===== config.mk =====
export PLATFORM = sky130hd
export DESIGN_NAME = pulse_width_line_receiver
export DESIGN_NICKNAME = d
export VERILOG_FILES = /design/src/rtl/pwlr_pkg.sv /design/src/rtl/pulse_width_line_receiver.sv
export SDC_FILE = /design/constraint.sdc
export NUM_CORES = 1
export LEC_CHECK = 0
export BUFFER_PORTS_ARGS = -buffer_cell sky130_fd_sc_hd__buf_2
export CAP_MARGIN = 30
export CORE_MARGIN = 4
export CORE_UTILIZATION = 60
export CTS_CLUSTER_DIAMETER = 120
export DETAILED_ROUTE_END_ITERATION = 8
export PLACE_DENSITY = 0.8
export SYNTH_ARGS = -nofsm -noshare
export SYNTH_HDL_FRONTEND = slang
export SYNTH_SLANG_ARGS = --single-unit

===== constraint.sdc =====
create_clock -name clk -period 3.3 [get_ports clk]
set_clock_uncertainty 0.1 [all_clocks]
set_input_delay 0.495 -clock clk [delete_from_list [all_inputs] [get_ports clk]]
set_output_delay 0.495 -clock clk [all_outputs]
set_load 0.005 [all_outputs]

===== src/rtl/pwlr_pkg.sv =====
// Shared types and constants for the pulse-width line receiver.
// No dependencies; used by the top level and its checker.
package pwlr_pkg;

	localparam int THR_W      = 12;
	localparam int SAMPLE_W   = 12;
	localparam int BYTE_W     = 8;
	localparam int WINDOW_LEN = 5;
	localparam int FILL_W     = 3;	// holds 0..WINDOW_LEN
	localparam int BIT_W      = 4;	// holds 0..BYTE_W
	localparam int MISS_W     = 2;

	localparam logic [THR_W-1:0]  HIGH_THR_RST = 12'd3500;
	localparam logic [THR_W-1:0]  LOW_THR_RST  = 12'd1500;
	localparam logic [BYTE_W-1:0] ERROR_BYTE   = 8'hFF;
	localparam logic [BIT_W-1:0]  BYTE_DONE    = 4'd8;

	// configuration register indexes
	localparam int CFG_IDX_W = 1;
	localparam logic [CFG_IDX_W-1:0] REG_HIGH_THR = 1'b0;
	localparam logic [CFG_IDX_W-1:0] REG_LOW_THR  = 1'b1;

	typedef enum logic [1:0] {
		CLS_IDLE = 2'd0,
		CLS_LOW  = 2'd1,
		CLS_HIGH = 2'd2
	} cls_t;

	// entry 0 is the oldest sample
	typedef cls_t win_t [WINDOW_LEN];

	localparam win_t ZERO_SHAPE_A = '{CLS_LOW, CLS_LOW, CLS_LOW, CLS_HIGH, CLS_HIGH};
	localparam win_t ZERO_SHAPE_B = '{CLS_LOW, CLS_LOW, CLS_HIGH, CLS_HIGH, CLS_HIGH};
	localparam win_t ONE_SHAPE_A  = '{CLS_HIGH, CLS_HIGH, CLS_HIGH, CLS_LOW, CLS_LOW};
	localparam win_t ONE_SHAPE_B  = '{CLS_HIGH, CLS_HIGH, CLS_LOW, CLS_LOW, CLS_LOW};
	localparam win_t IDLE_SHAPE   = '{CLS_IDLE, CLS_IDLE, CLS_IDLE, CLS_IDLE, CLS_IDLE};

endpackage


===== src/rtl/pulse_width_line_receiver.sv =====
// Pulse-width line receiver: sample classing, shape decode and byte assembly.
// Depends on pwlr_pkg.
//
// Usage
//  - Input channel: in_valid / in_stall carry one converter sample
//    (adc_sample) per request. A request is taken at a rising edge with
//    in_valid high and in_stall low.
//  - Output channel: out_valid / out_stall carry one received byte
//    (rx_byte) and its frame_error flag. frame_error high means the frame
//    ended in error and rx_byte reads 255.
//  - Configuration: cfg_we writes cfg_data into high_threshold
//    (cfg_index 0) or low_threshold (cfg_index 1); write only while idle.
//  - Path: from an accepted sample to the byte it completes, the input
//    register, then decode into the result register.
//  - Throughput: one sample per cycle while the output is not stalled;
//    the whole decode step sits between the input and result registers.
//  - Most samples give no result; one byte comes out after eight bit slots.
//  - When the receiver stalls a pending byte, the sample in the input
//    register waits and in_stall goes high; no request is dropped.
//  - Reset (arst_n low) clears mode, counters and both pipeline valids and
//    restores the thresholds to 3500 and 1500. The sample window needs no
//    clearing: every entry is written before the decode reads it.
module pulse_width_line_receiver #(
	parameter int PREAMBLE_PULSES = 3
) (
	input  logic                                 clk,
	input  logic                                 arst_n,
	// configuration
	input  logic                                 cfg_we,
	input  logic [pwlr_pkg::CFG_IDX_W-1:0]       cfg_index,
	input  logic [pwlr_pkg::THR_W-1:0]           cfg_data,
	// sample channel
	input  logic                                 in_valid,
	output logic                                 in_stall,
	input  logic [pwlr_pkg::SAMPLE_W-1:0]        adc_sample,
	// byte channel
	output logic                                 out_valid,
	input  logic                                 out_stall,
	output logic [pwlr_pkg::BYTE_W-1:0]          rx_byte,
	output logic                                 frame_error
);

	localparam int PC_W = $clog2(PREAMBLE_PULSES + 2);	// counts to PREAMBLE_PULSES+1
	localparam logic [PC_W-1:0] PRE_DONE = PC_W'(PREAMBLE_PULSES);

	typedef enum logic [1:0] {
		MODE_IDLE  = 2'd0,
		MODE_SYNC  = 2'd1,
		MODE_DATA  = 2'd2,
		MODE_ERROR = 2'd3
	} mode_t;

	// configuration
	logic [pwlr_pkg::THR_W-1:0]    high_thr_q, low_thr_q;

	// input register
	logic                          valid_s1;
	logic [pwlr_pkg::SAMPLE_W-1:0] sample_s1;

	// receiver state
	pwlr_pkg::win_t                win_q;
	logic [pwlr_pkg::FILL_W-1:0]   fill_q, fill_d;
	mode_t                         mode_q, mode_d;
	logic [PC_W-1:0]               pc_q, pc_d;
	logic [pwlr_pkg::MISS_W-1:0]   miss_q, miss_d;
	logic [pwlr_pkg::BIT_W-1:0]    bitpos_q, bitpos_d;
	logic [pwlr_pkg::BYTE_W-1:0]   shift_q, shift_d;

	// result register
	logic                          out_valid_q;
	logic [pwlr_pkg::BYTE_W-1:0]   rx_byte_q;
	logic                          frame_error_q;

	// decode outputs
	logic                          adv;
	logic                          step;
	pwlr_pkg::cls_t                cls;
	logic                          win_wr, win_slide;
	logic                          emit, emit_err;
	logic [pwlr_pkg::BYTE_W-1:0]   emit_byte;
	logic                          is_zero, is_one, is_idle, err;

	// result slot is free or being emptied this cycle
	assign adv      = !out_valid_q || !out_stall;
	assign step     = valid_s1 && adv;
	assign in_stall = valid_s1 && !adv;

	assign out_valid   = out_valid_q;
	assign rx_byte     = rx_byte_q;
	assign frame_error = frame_error_q;

	assign is_zero = (win_q == pwlr_pkg::ZERO_SHAPE_A) || (win_q == pwlr_pkg::ZERO_SHAPE_B);
	assign is_one  = (win_q == pwlr_pkg::ONE_SHAPE_A)  || (win_q == pwlr_pkg::ONE_SHAPE_B);
	assign is_idle = (win_q == pwlr_pkg::IDLE_SHAPE);

	// sample classing; the high test wins when thresholds overlap
	always_comb begin
		if (sample_s1 > high_thr_q) begin
			cls = pwlr_pkg::CLS_HIGH;
		end else if (sample_s1 < low_thr_q) begin
			cls = pwlr_pkg::CLS_LOW;
		end else begin
			cls = pwlr_pkg::CLS_IDLE;
		end
	end

	// one decode step per accepted sample
	always_comb begin
		fill_d    = fill_q;
		mode_d    = mode_q;
		pc_d      = pc_q;
		miss_d    = miss_q;
		bitpos_d  = bitpos_q;
		shift_d   = shift_q;
		win_wr    = 1'b0;
		win_slide = 1'b0;
		emit      = 1'b0;
		emit_err  = 1'b0;
		emit_byte = shift_q;
		err       = 1'b0;
		if (step) begin
			if (fill_q < pwlr_pkg::FILL_W'(pwlr_pkg::WINDOW_LEN)) begin
				// filling the window
				win_wr = 1'b1;
				fill_d = fill_q + 1'b1;
				if (cls == pwlr_pkg::CLS_HIGH && mode_q == MODE_IDLE) begin
					pc_d   = '0;
					mode_d = MODE_SYNC;
				end
			end else begin
				// decision tick; preamble completion first
				if (pc_q == PRE_DONE && mode_q != MODE_ERROR) begin
					mode_d   = MODE_DATA;
					bitpos_d = '0;
					shift_d  = '0;
					pc_d     = pc_q + 1'b1;
				end
				err = (mode_d == MODE_ERROR);
				priority if (!err && is_zero) begin
					if (mode_d == MODE_SYNC) begin
						mode_d = MODE_ERROR;	// zero before data: window kept as is
					end else begin
						bitpos_d = bitpos_d + 1'b1;
						fill_d   = '0;
						miss_d   = '0;
					end
				end else if (!err && is_one) begin
					if (pc_d < PRE_DONE) begin
						pc_d = pc_d + 1'b1;
					end else begin
						if (bitpos_d < pwlr_pkg::BYTE_DONE) begin
							shift_d[bitpos_d[2:0]] = 1'b1;
						end
						bitpos_d = bitpos_d + 1'b1;
					end
					fill_d = '0;
					miss_d = '0;
				end else if (!err && is_idle) begin
					if (mode_d == MODE_DATA || mode_d == MODE_SYNC) begin
						mode_d = MODE_ERROR;
					end
					fill_d = '0;
					miss_d = '0;
				end else begin
					// no shape: slide by one; third miss forces error
					if (miss_q > 2'd1) begin
						mode_d = MODE_ERROR;
					end
					if (mode_d == MODE_ERROR) begin
						bitpos_d = bitpos_d + 1'b1;
					end else begin
						miss_d = miss_q + 1'b1;
					end
					win_slide = 1'b1;
					fill_d    = pwlr_pkg::FILL_W'(pwlr_pkg::WINDOW_LEN - 1);
				end
				// end of byte
				if (bitpos_d >= pwlr_pkg::BYTE_DONE) begin
					emit      = 1'b1;
					emit_err  = (mode_d == MODE_ERROR);
					emit_byte = emit_err ? pwlr_pkg::ERROR_BYTE : shift_d;
					miss_d    = '0;
					bitpos_d  = '0;
					shift_d   = '0;
					pc_d      = '0;
					mode_d    = MODE_IDLE;
				end
			end
		end
	end

	// control state, thresholds, input register and result register
	always_ff @(posedge clk or negedge arst_n) begin
		if (!arst_n) begin
			high_thr_q    <= pwlr_pkg::HIGH_THR_RST;
			low_thr_q     <= pwlr_pkg::LOW_THR_RST;
			valid_s1      <= 1'b0;
			sample_s1     <= '0;
			fill_q        <= '0;
			mode_q        <= MODE_IDLE;
			pc_q          <= '0;
			miss_q        <= '0;
			bitpos_q      <= '0;
			shift_q       <= '0;
			out_valid_q   <= 1'b0;
			rx_byte_q     <= '0;
			frame_error_q <= 1'b0;
		end else begin
			if (cfg_we) begin
				unique case (cfg_index)
					pwlr_pkg::REG_HIGH_THR: high_thr_q <= cfg_data;
					pwlr_pkg::REG_LOW_THR:  low_thr_q  <= cfg_data;
					default: ;
				endcase
			end
			if (!in_stall) begin
				valid_s1  <= in_valid;
				sample_s1 <= adc_sample;
			end
			fill_q   <= fill_d;
			mode_q   <= mode_d;
			pc_q     <= pc_d;
			miss_q   <= miss_d;
			bitpos_q <= bitpos_d;
			shift_q  <= shift_d;
			if (adv) begin
				out_valid_q   <= emit;
				rx_byte_q     <= emit_byte;
				frame_error_q <= emit_err;
			end
		end
	end

	// sample window: written before read, so no reset
	always_ff @(posedge clk) begin
		if (win_wr) begin
			win_q[fill_q] <= cls;
		end else if (win_slide) begin
			for (int i = 0; i < pwlr_pkg::WINDOW_LEN - 1; i++) begin
				win_q[i] <= win_q[i+1];
			end
		end
	end

endmodule


==> results.yml, run 1 <==
sta:
  rsz0062_at_grt: "no"
  finalSetupViolations: 0
  fmax_ghz: 0.322
  relSlewSlack_pct: 58.5
  slew_violations: 0
  worst_pin_slew_ps: 617
  setup_tns_ps: 0
  period_share_pct: 94.0
  hold_viol_final: 0
  period_minus_slack_ps: 3100
clock_tree:
  cts_tree: "done"
  cts_setup_buffers: 0
  cts.sinks: 79
  postCtsResizedCells: 0
  worstSkewPairLatency_ps: 360
  htreeDepth: 3
  cts-hold-fix-buffers: 0
  cts-root-buf: "clkbuf_8"
  clock_path_buffers: 2
  numCtsBuffers: 9
  path_clk_slew_ps: 90
global_route:
  grt_pass1_vias: 3807
  grt_pass1_wl_um: 18000
  grt_max_degree: 30
  grt_overflow: 0
  grt_use_total_pct: 25.2
  antenna_found_initial: 1
setup_path:
  start_kind: "flip-flop"
  cp_top_family: "compound AO/OA/AOI/OAI gates"
  cp_slowest_cell: "or4_1"
  path_max_fanout: 11
  cp_data_arrival_time_ps: 3250
  cp_num_buf_inv: 0
  cp-end-kind: "flip-flop"
  required_ps: 3440
  cpMostUsedCell: "ha_1"
  max_stage_delay_ps: 490
  worstSetupPathType: "flip-flop to flip-flop"
  crit_chain: "ha_1 > ha_1 > a21bo_2 > nand2_1 > a311o_1 > or4_1 > and4_1 > a221o_1"
  reg2reg_depth: 8
  cp.depth: 8
floorplan:
  initial_core_util_pct: 63.0
  die_y_um: 96.0
  chipWidth_um: 96.0
  core.rowCount: 31
  die_area_um2: 9220
  ios: 41
  core_area_um2: 7370
route:
  wl_per_cell_um: 17.1
  drt_iter0_drc: 290
  vias: 3842
  antenna_left: 0
  drtPass1Iterations: 5
  drc: 0
  post_drt_via_cell_ratio: 6.23
  routed_wl_um: 10600
finish:
  finalNetCount: 571
  utilization_pct: 70.1
  antenna_cells: 0
  drive_gt1_share_pct: 24.5
  multi_input_area_um2: 2360
  final-seq-area_um2: 2040
  fill_cells: 562
  area_delta_synth_final_pct: 11.3
synthesis:
  synthDistinctLibCells: 69
  synth-async-reset-ratio_pct: 87.3
  ys_seq_area_share_pct: 44.0
  synth-seq-cells: 79
  avgSynthCellArea_um2: 9.76
  yosys_warnings: 0
  synthesis.area_um2: 4650
  syn_nets: 534
  synth_flop_cell: "dfrtp_1"
  synth_cells: 476
  synth_edf_count: 10
hold_path:
  holdCritPathClass: "input port to asynchronous set/reset pin"
pwr:
  vdd_drop_max_mv: 0.330
  p_per_area_nw_per_um2: 648
  p_leak_nw: 2.41
placed_design:
  dp_hpwl_um: 7670
  port_buffers: 40
  gp_congestion: 0.905
run:
  maxCapViolations: 0
status:
  outcome: "complete, no violations"
[through the flow]
| stage | power (mW) | instance area (um2) | std cells | hold slack, ps | worst slack, ps |
|---|---|---|---|---|---|
| after floorplan | 2.21 | 4650 | 476 | 99.4 | 490 |
| after global placement | 2.49 | 4950 | 601 | 384 | 310 |
| after detailed placement | 2.53 | 4950 | 601 | 394 | 220 |
| after CTS | 3.34 | 5170 | 617 | 9.14 | 215 |
| after global routing | 3.56 | 5170 | 617 | 30.5 | 41.2 |
| final | 3.35 | 5170 | 617 | 6.46 | 197 |
[cell usage in the layout (no fill, tap or decap), types with 11 or more instances in the layout]
cell,Yosys,layout
nor2_1,28,28
ha_1,28,28
mux2_2,24,24
buf_2,4,40
nand2_1,52,52
dfrtp_1,55,55
nand3_1,15,15
a21oi_1,13,13
nor3_1,12,12
o21ai_0,35,35
inv_1,36,36
dfstp_2,14,14
buf_4,1,11
[path summary, 6_finish.rpt]
path / end / startpoint / slack (ps)
min in group clk: valid_s1 / in_valid / 240
max reg2reg: rx_byte[6] / pc_q[0] / 200
max: rx_byte[6] / pc_q[0] / 200
max in group asynchronous: low_thr_q[4] / arst_n / 2290
min reg2reg: high_thr_q[3] / high_thr_q[3] / 410
min: pc_q[2] / arst_n / 6
[synth_stat cells (2+ instances only)]
master,number,area (um2)
or4_4,2,22.5
inv_1,36,135
and4_1,3,26.3
nor3_1,12,60.1
a21o_1,7,52.6
or4_1,4,30.0
o211a_1,2,20.0
a31oi_1,8,50.1
nand3_1,15,75.1
a221o_1,7,70.1
nand4_1,3,18.8
ha_1,28,350
nor2_1,28,105
a32o_1,3,30.0
or2_2,2,12.5
nand2b_1,5,31.3
and3_1,6,37.5
and3_2,3,22.5
buf_2,4,20.0
a22o_1,4,35.0
nand2_1,52,195
o41ai_1,3,26.3
dfstp_2,14,368
nor4_4,2,42.5
nor2b_1,5,31.3
a41oi_1,2,17.5
o22a_1,2,17.5
dfrtp_1,55,1380
edfxtp_1,10,300
o211ai_1,4,30.0
o21ai_0,35,175
mux2_2,24,270
o31ai_1,3,22.5
a21oi_1,13,65.1
o21a_1,10,75.1
nor4_1,5,31.3
clkbuf_1,19,71.3
and2_1,5,31.3
[final cells by class]
class	count	share of cell area [%]
Sequential cell	79	39.6
Timing Repair Buffer	51	5.47
Multi-Input combinational cell	336	45.7
Tap cell	99	2.40
Inverter	36	2.61
Clock buffer	9	2.40
Clock inverter	7	1.84
[kinds of logic after synthesis]
group	count (synthesis)	synth area share [%]
AOI/OAI and AO/OA	123	19.0
xor gates and xnor gates	2	0.539
adders and majority gates	28	7.54
buffers and inverters	61	5.12
DFF	79	44.0
muxes	25	6.03
and+or+nand+nor	158	17.8
[per-layer routing]
layer / track usage [%] / wire (um) / vias up
met5: 0 / 12 / -
met4: 9.48 / 223 / 2
met3: 5.71 / 689 / 25
met2: 39.8 / 4980 / 170
met1: 33.9 / 4650 / 1842
li1: - / - / 1803
[registers in the layout (all words and copies together) (netlist names)]
signal	flops
high_thr_q	12
miss_q	2
low_thr_q	12
rx_byte	8
pc_q	3
mode_q	2
bitpos_q	4
win_q	10
frame_error	1
sample_s1	12
fill_q	3
shift_q	8
out_valid	1
valid_s1	1
[where the power goes]
group / switching [mW] / internal [mW] / leakage [nW] / total, mW
registers: 0.177 / 1.19 / 0.932 / 1.36
clock network: 0.379 / 0.427 / 0.110 / 0.807
logic: 0.707 / 0.471 / 1.37 / 1.18
total: 1.26 / 2.08 / 2.41 / 3.35
Note: power is estimated with default switching activity, not from simulation.
==> run 2, diff against run 1 <==
==> constraint.sdc (replaced) <==
create_clock -name clk -period 3.3 [get_ports clk]
set_clock_uncertainty 0.1 [all_clocks]
set_input_delay 0.495 -clock clk [delete_from_list [all_inputs] [get_ports clk]]
set_output_delay 0.495 -clock clk [all_outputs]
set_load 0.02 [all_outputs]
==> run 2 against run 1 <==
Die area unchanged. Clock power down 16%. Total power down 3.6%. Non-clock buffer count up 1. Critical path type unchanged. Highest routed layer is now met4.
==> results.yml, run 2 (synthesis results as in run 1) <==
clock_tree:
  clock_path_buffers: 2
  cts_setup_buffers: 0
  postCtsResizedCells: 0
  cts-root-buf: "clkbuf_8"
  cts-hold-fix-buffers: 1
  numCtsBuffers: 9
  path_clk_slew_ps: 90
  htreeDepth: 3
  worstSkewPairLatency_ps: 370
  cts_tree: "done"
  cts.sinks: 79
sta:
  setup_tns_ps: 0
  slew_violations: 0
  rsz0062_at_grt: "no"
  fmax_ghz: 0.324
  period_minus_slack_ps: 3090
  hold_viol_final: 0
  relSlewSlack_pct: 57.3
  worst_pin_slew_ps: 639
  period_share_pct: 93.6
  finalSetupViolations: 0
pwr:
  p_leak_nw: 2.40
  vdd_drop_max_mv: 0.360
  p_per_area_nw_per_um2: 628
  power_mw: 3.23
status:
  outcome: "complete, no violations"
global_route:
  antenna_found_initial: 0
  grt_pass1_vias: 3754
  grt_overflow: 0
  grt_pass1_wl_um: 17800
  grt_max_degree: 30
  grt_use_total_pct: 24.8
hold_path:
  holdCritPathClass: "input port to flip-flop"
setup_path:
  start_kind: "flip-flop"
  cp_slowest_cell: "or4_1"
  max_stage_delay_ps: 490
  cp-end-kind: "flip-flop"
  cpMostUsedCell: "ha_1"
  crit_chain: "ha_1 > ha_1 > a21bo_2 > nand2_1 > a311o_1 > or4_1 > and4_1 > a221o_1"
  path_max_fanout: 11
  required_ps: 3450
  cp_data_arrival_time_ps: 3240
  worstSetupPathType: "flip-flop to flip-flop"
route:
  vias: 3817
  routed_wl_um: 10500
  wl_per_cell_um: 17.0
  antenna_left: 0
  drt_iter0_drc: 422
  drtPass1Iterations: 5
  drc: 0
  post_drt_via_cell_ratio: 6.18
floorplan:
  die_area_um2: 9220
  initial_core_util_pct: 63.0
  chipWidth_um: 96.0
  core_area_um2: 7370
  die_y_um: 96.0
  core.rowCount: 31
  ios: 41
finish:
  utilization_pct: 69.7
  drive_gt1_share_pct: 24.5
  finalNetCount: 572
  final_cell_mix: "55 x dfrtp_1, 52 x nand2_1, 40 x buf_2"
  antenna_cells: 0
  area_delta_synth_final_pct: 10.6
  final_common_cell: "dfrtp_1"
  largest_registers: "high_thr_q x12, low_thr_q x12, sample_s1 x12"
placed_design:
  dp_hpwl_um: 7680
  port_buffers: 40
  gp_congestion: 0.905
run:
  maxCapViolations: 0
[run 2: metrics by stage]
stage                     worst slack (ps)  instances  hold WS [ps]  cell area, um2
after detailed placement               236        601           393            4950
after CTS                              219        618           210            5140
after global routing                  6.09        618           213            5140
after floorplan                        490        476          99.4            4650
after global placement                 308        601           384            4950
final                                  213        618           215            5140
[run 2: per-layer routing]
layer / global-route usage (%) / up-vias / share of wire, %
met1: 33.3 / 1817 / 43
met5: 0 / - / 0
met4: 10.1 / 0 / 2.4
met3: 4.69 / 27 / 7.1
li1: - / 1815 / -
met2: 39.6 / 158 / 47
[run 2: critical path, delay by kind of cell, from the launching register on]
family	cells	cell delay (ps)
fa+ha+maj	2	430
flops	1	420
compound gates	3	1060
simple gates	3	960
[run 2: area by class of cell]
type | count | area, um2
clock buffer | 9 | 124
clock inverter | 7 | 56.3
fill | 589 | 2230
inverter | 36 | 135
multi-input combinational | 336 | 2360
sequential | 79 | 2040
tap | 99 | 124
timing repair buffer | 52 | 293
[run 2: worst paths after layout]
| check | from | to | slack [ps] | depth (start not counted) |
|---|---|---|---|---|
| worst max-delay path | pc_q[0] | rx_byte[6] | 210 | 8 |
| worst min-delay path | in_valid | valid_s1 | 210 | 2 |
| worst max register to register | pc_q[0] | rx_byte[6] | 210 | 8 |
| worst min register to register | low_thr_q[1] | low_thr_q[1] | 410 | 1 |
| max in group asynchronous | arst_n | low_thr_q[6] | 1780 | 3 |
| min in group asynchronous | arst_n | bitpos_q[3] | 520 | 2 |
[run 2: where the power goes]
part	internal, mW	total (mW)	switching (mW)
clock	0.281	0.676	0.395
combinational	0.471	1.19	0.717
sequential	1.19	1.36	0.177
==> run 3, diff against run 2 <==
Settings changed: GPL_ROUTABILITY_DRIVEN set to 0, MAX_ROUTING_LAYER set to met4, RECOVER_POWER set to 50.
==> run 3 against run 2 <==
The run now ends with capacitance limit, slew limit left. Sequential cell count did not move. Utilization rose by 0.71 points. Register-to-register slack got worse by 40 ps. Final area increased by 1.0%. Worst hold slack gained 27 ps. Global-route usage increased by 0.74 points. Highest routed layer unchanged.
==> results.yml, run 3 (synthesis results as in run 1) <==
status:
  outcome: "complete, but fails checks"
  violations: "capacitance limit, slew limit"
global_route:
  grt_max_degree: 30
  grt_pass1_vias: 3820
  grt_pass1_wl_um: 17900
  antenna_found_initial: 1
  grt_use_total_pct: 25.6
  grt_overflow: 0
clock_tree:
  postCtsResizedCells: 0
  path_clk_slew_ps: 90
  worstSkewPairLatency_ps: 360
  clock_path_buffers: 2
  cts_tree: "done"
  htreeDepth: 3
  cts-hold-fix-buffers: 0
  cts.sinks: 79
  cts_setup_buffers: 0
  cts-root-buf: "clkbuf_8"
  numCtsBuffers: 9
sta:
  slew_violations: 30
  rsz0062_at_grt: "no"
  fmax_ghz: 0.320
  period_minus_slack_ps: 3130
  hold_viol_final: 0
  period_share_pct: 94.8
  setup_tns_ps: 0
  finalSetupViolations: 0
  relSlewSlack_pct: -3.11
  timing.final.ws_setup_ps: 173
  worst_pin_slew_ps: 1550
floorplan:
  initial_core_util_pct: 63.0
  core_area_um2: 7370
  die_area_um2: 9220
  die_y_um: 96.0
  ios: 41
  core.rowCount: 31
  chipWidth_um: 96.0
hold_path:
  hold_depth: 3
  whs_endpoint: "sample_s1[0]"
  holdCritPathClass: "input port to flip-flop"
  hold_path_startpoint: "adc_sample[0]"
pwr:
  p_leak_nw: 2.41
  swShare_pct: 36.8
  p_switching_mw: 1.27
  p_per_area_nw_per_um2: 666
  pwr-share-comb_pct: 34.4
  p_int_mw: 2.18
  vdd_drop_max_mv: 0.337
  p_seq_share_pct: 39.5
  clkPwrFrac_pct: 26.1
route:
  antenna_left: 0
  post_drt_via_cell_ratio: 6.11
  drt_iter0_drc: 418
  drc: 0
  wl_per_cell_um: 16.9
  vias: 3776
  drtPass1Iterations: 5
  routed_wl_um: 10500
setup_path:
  required_ps: 3450
  cp-end-kind: "flip-flop"
  r2r_end: "rx_byte[6]"
  cp_data_arrival_time_ps: 3270
  start_kind: "flip-flop"
  path_max_fanout: 11
  timing.reg2reg.setup_slack_ps: 170
  reg2reg_depth: 8
  rr_startpoint: "pc_q[0]"
  worstSetupStartpoint: "pc_q[0]"
  worstSetupPathType: "flip-flop to flip-flop"
placed_design:
  pre_cts_slack_ps: 205
  port_buffers: 40
  dp_hpwl_um: 7560
finish:
  final-seq-area_um2: 2040
  area_delta_synth_final_pct: 11.8
  drive_gt1_share_pct: 23.7
  largest_registers: "high_thr_q x12, low_thr_q x12, sample_s1 x12"
  multi_input_area_um2: 2360
  final_common_cell: "dfrtp_1"
  finalNetCount: 571
  final_cell_mix: "55 x dfrtp_1, 52 x nand2_1, 39 x buf_2"
  fill_cells: 542
run:
  maxCapViolations: 1
-- run 3: cell types whose count changed in the layout (fill, tap and decap cells not counted) --
| cell | before | now |
|---|---|---|
| clkinv_2 | 1 | 0 |
| bufinv_16 | 0 | 3 |
| buf_4 | 11 | 8 |
| inv_6 | 2 | 1 |
| clkbuf_8 | 9 | 10 |
| diode_2 | 0 | 1 |
| clkbuf_1 | 0 | 4 |
| buf_2 | 40 | 39 |
| dlygate4sd3_1 | 1 | 0 |
| clkinv_4 | 3 | 1 |
-- run 3: power by group through the flow --
stage | logic [mW] | registers (mW) | clock network [mW]
floorplan | 0.915 | 1.31 | 0
global placement | 1.13 | 1.37 | 0
detailed placement | 1.16 | 1.38 | 0
CTS | 1.18 | 1.36 | 0.915
global route | 1.32 | 1.39 | 0.958
finish | 1.19 | 1.36 | 0.904
-- run 3: cell type report --
type | count | share of cell area, %
clock inverter | 6 | 2.22
antenna | 1 | 0.0482
inverter | 36 | 2.60
sequential | 79 | 39.4
clock buffer | 10 | 2.65
tap | 99 | 2.39
timing repair buffer | 51 | 5.20
multi-input combinational | 336 | 45.5
-- run 3: worst max-delay path, cell delays in order, from the launching register on --
cell and delay, ps:
dfrtp_1 430, ha_1 220, ha_1 220, a21bo_2 330, nand2_1 130, a311o_1 380
or4_1 490, and4_1 350, a221o_1 350
-- run 3: worst max-delay path by stage --
| stage | end | slack [ps] | cells past startpoint |
|---|---|---|---|
| CTS | rx_byte[6] | 210 | 8 |
| global route | win_q[4] | 7 | 8 |
| detailed placement | rx_byte[6] | 200 | 8 |
| global placement | rx_byte[5] | 320 | 8 |
| finish | rx_byte[6] | 170 | 8 |
| floorplan | rx_byte[2] | 490 | 9 |
-- run 3: layer usage --
layer | GRT usage [%] | vias up | wire length (um)
li1 | - | 1814 | -
met1 | 32.3 | 1814 | 4540
met2 | 41.0 | 134 | 5070
met3 | 4.85 | 14 | 695
met4 | 9.48 | 0 | 148
met5 | - | - | 0
-- run 3: stage by stage --
stage | utilization [%] | cell area (um2) | power [mW] | hold WS [ps] | instances
after global routing | 70.5 | 5190 | 3.67 | 257 | 618
after CTS | 70.6 | 5200 | 3.45 | 27.1 | 617
after global placement | 67.2 | 4950 | 2.50 | 384 | 601
after detailed placement | 67.2 | 4950 | 2.54 | 394 | 601
final | 70.5 | 5190 | 3.46 | 242 | 618
after floorplan | - | 4650 | 2.22 | 99.4 | 476
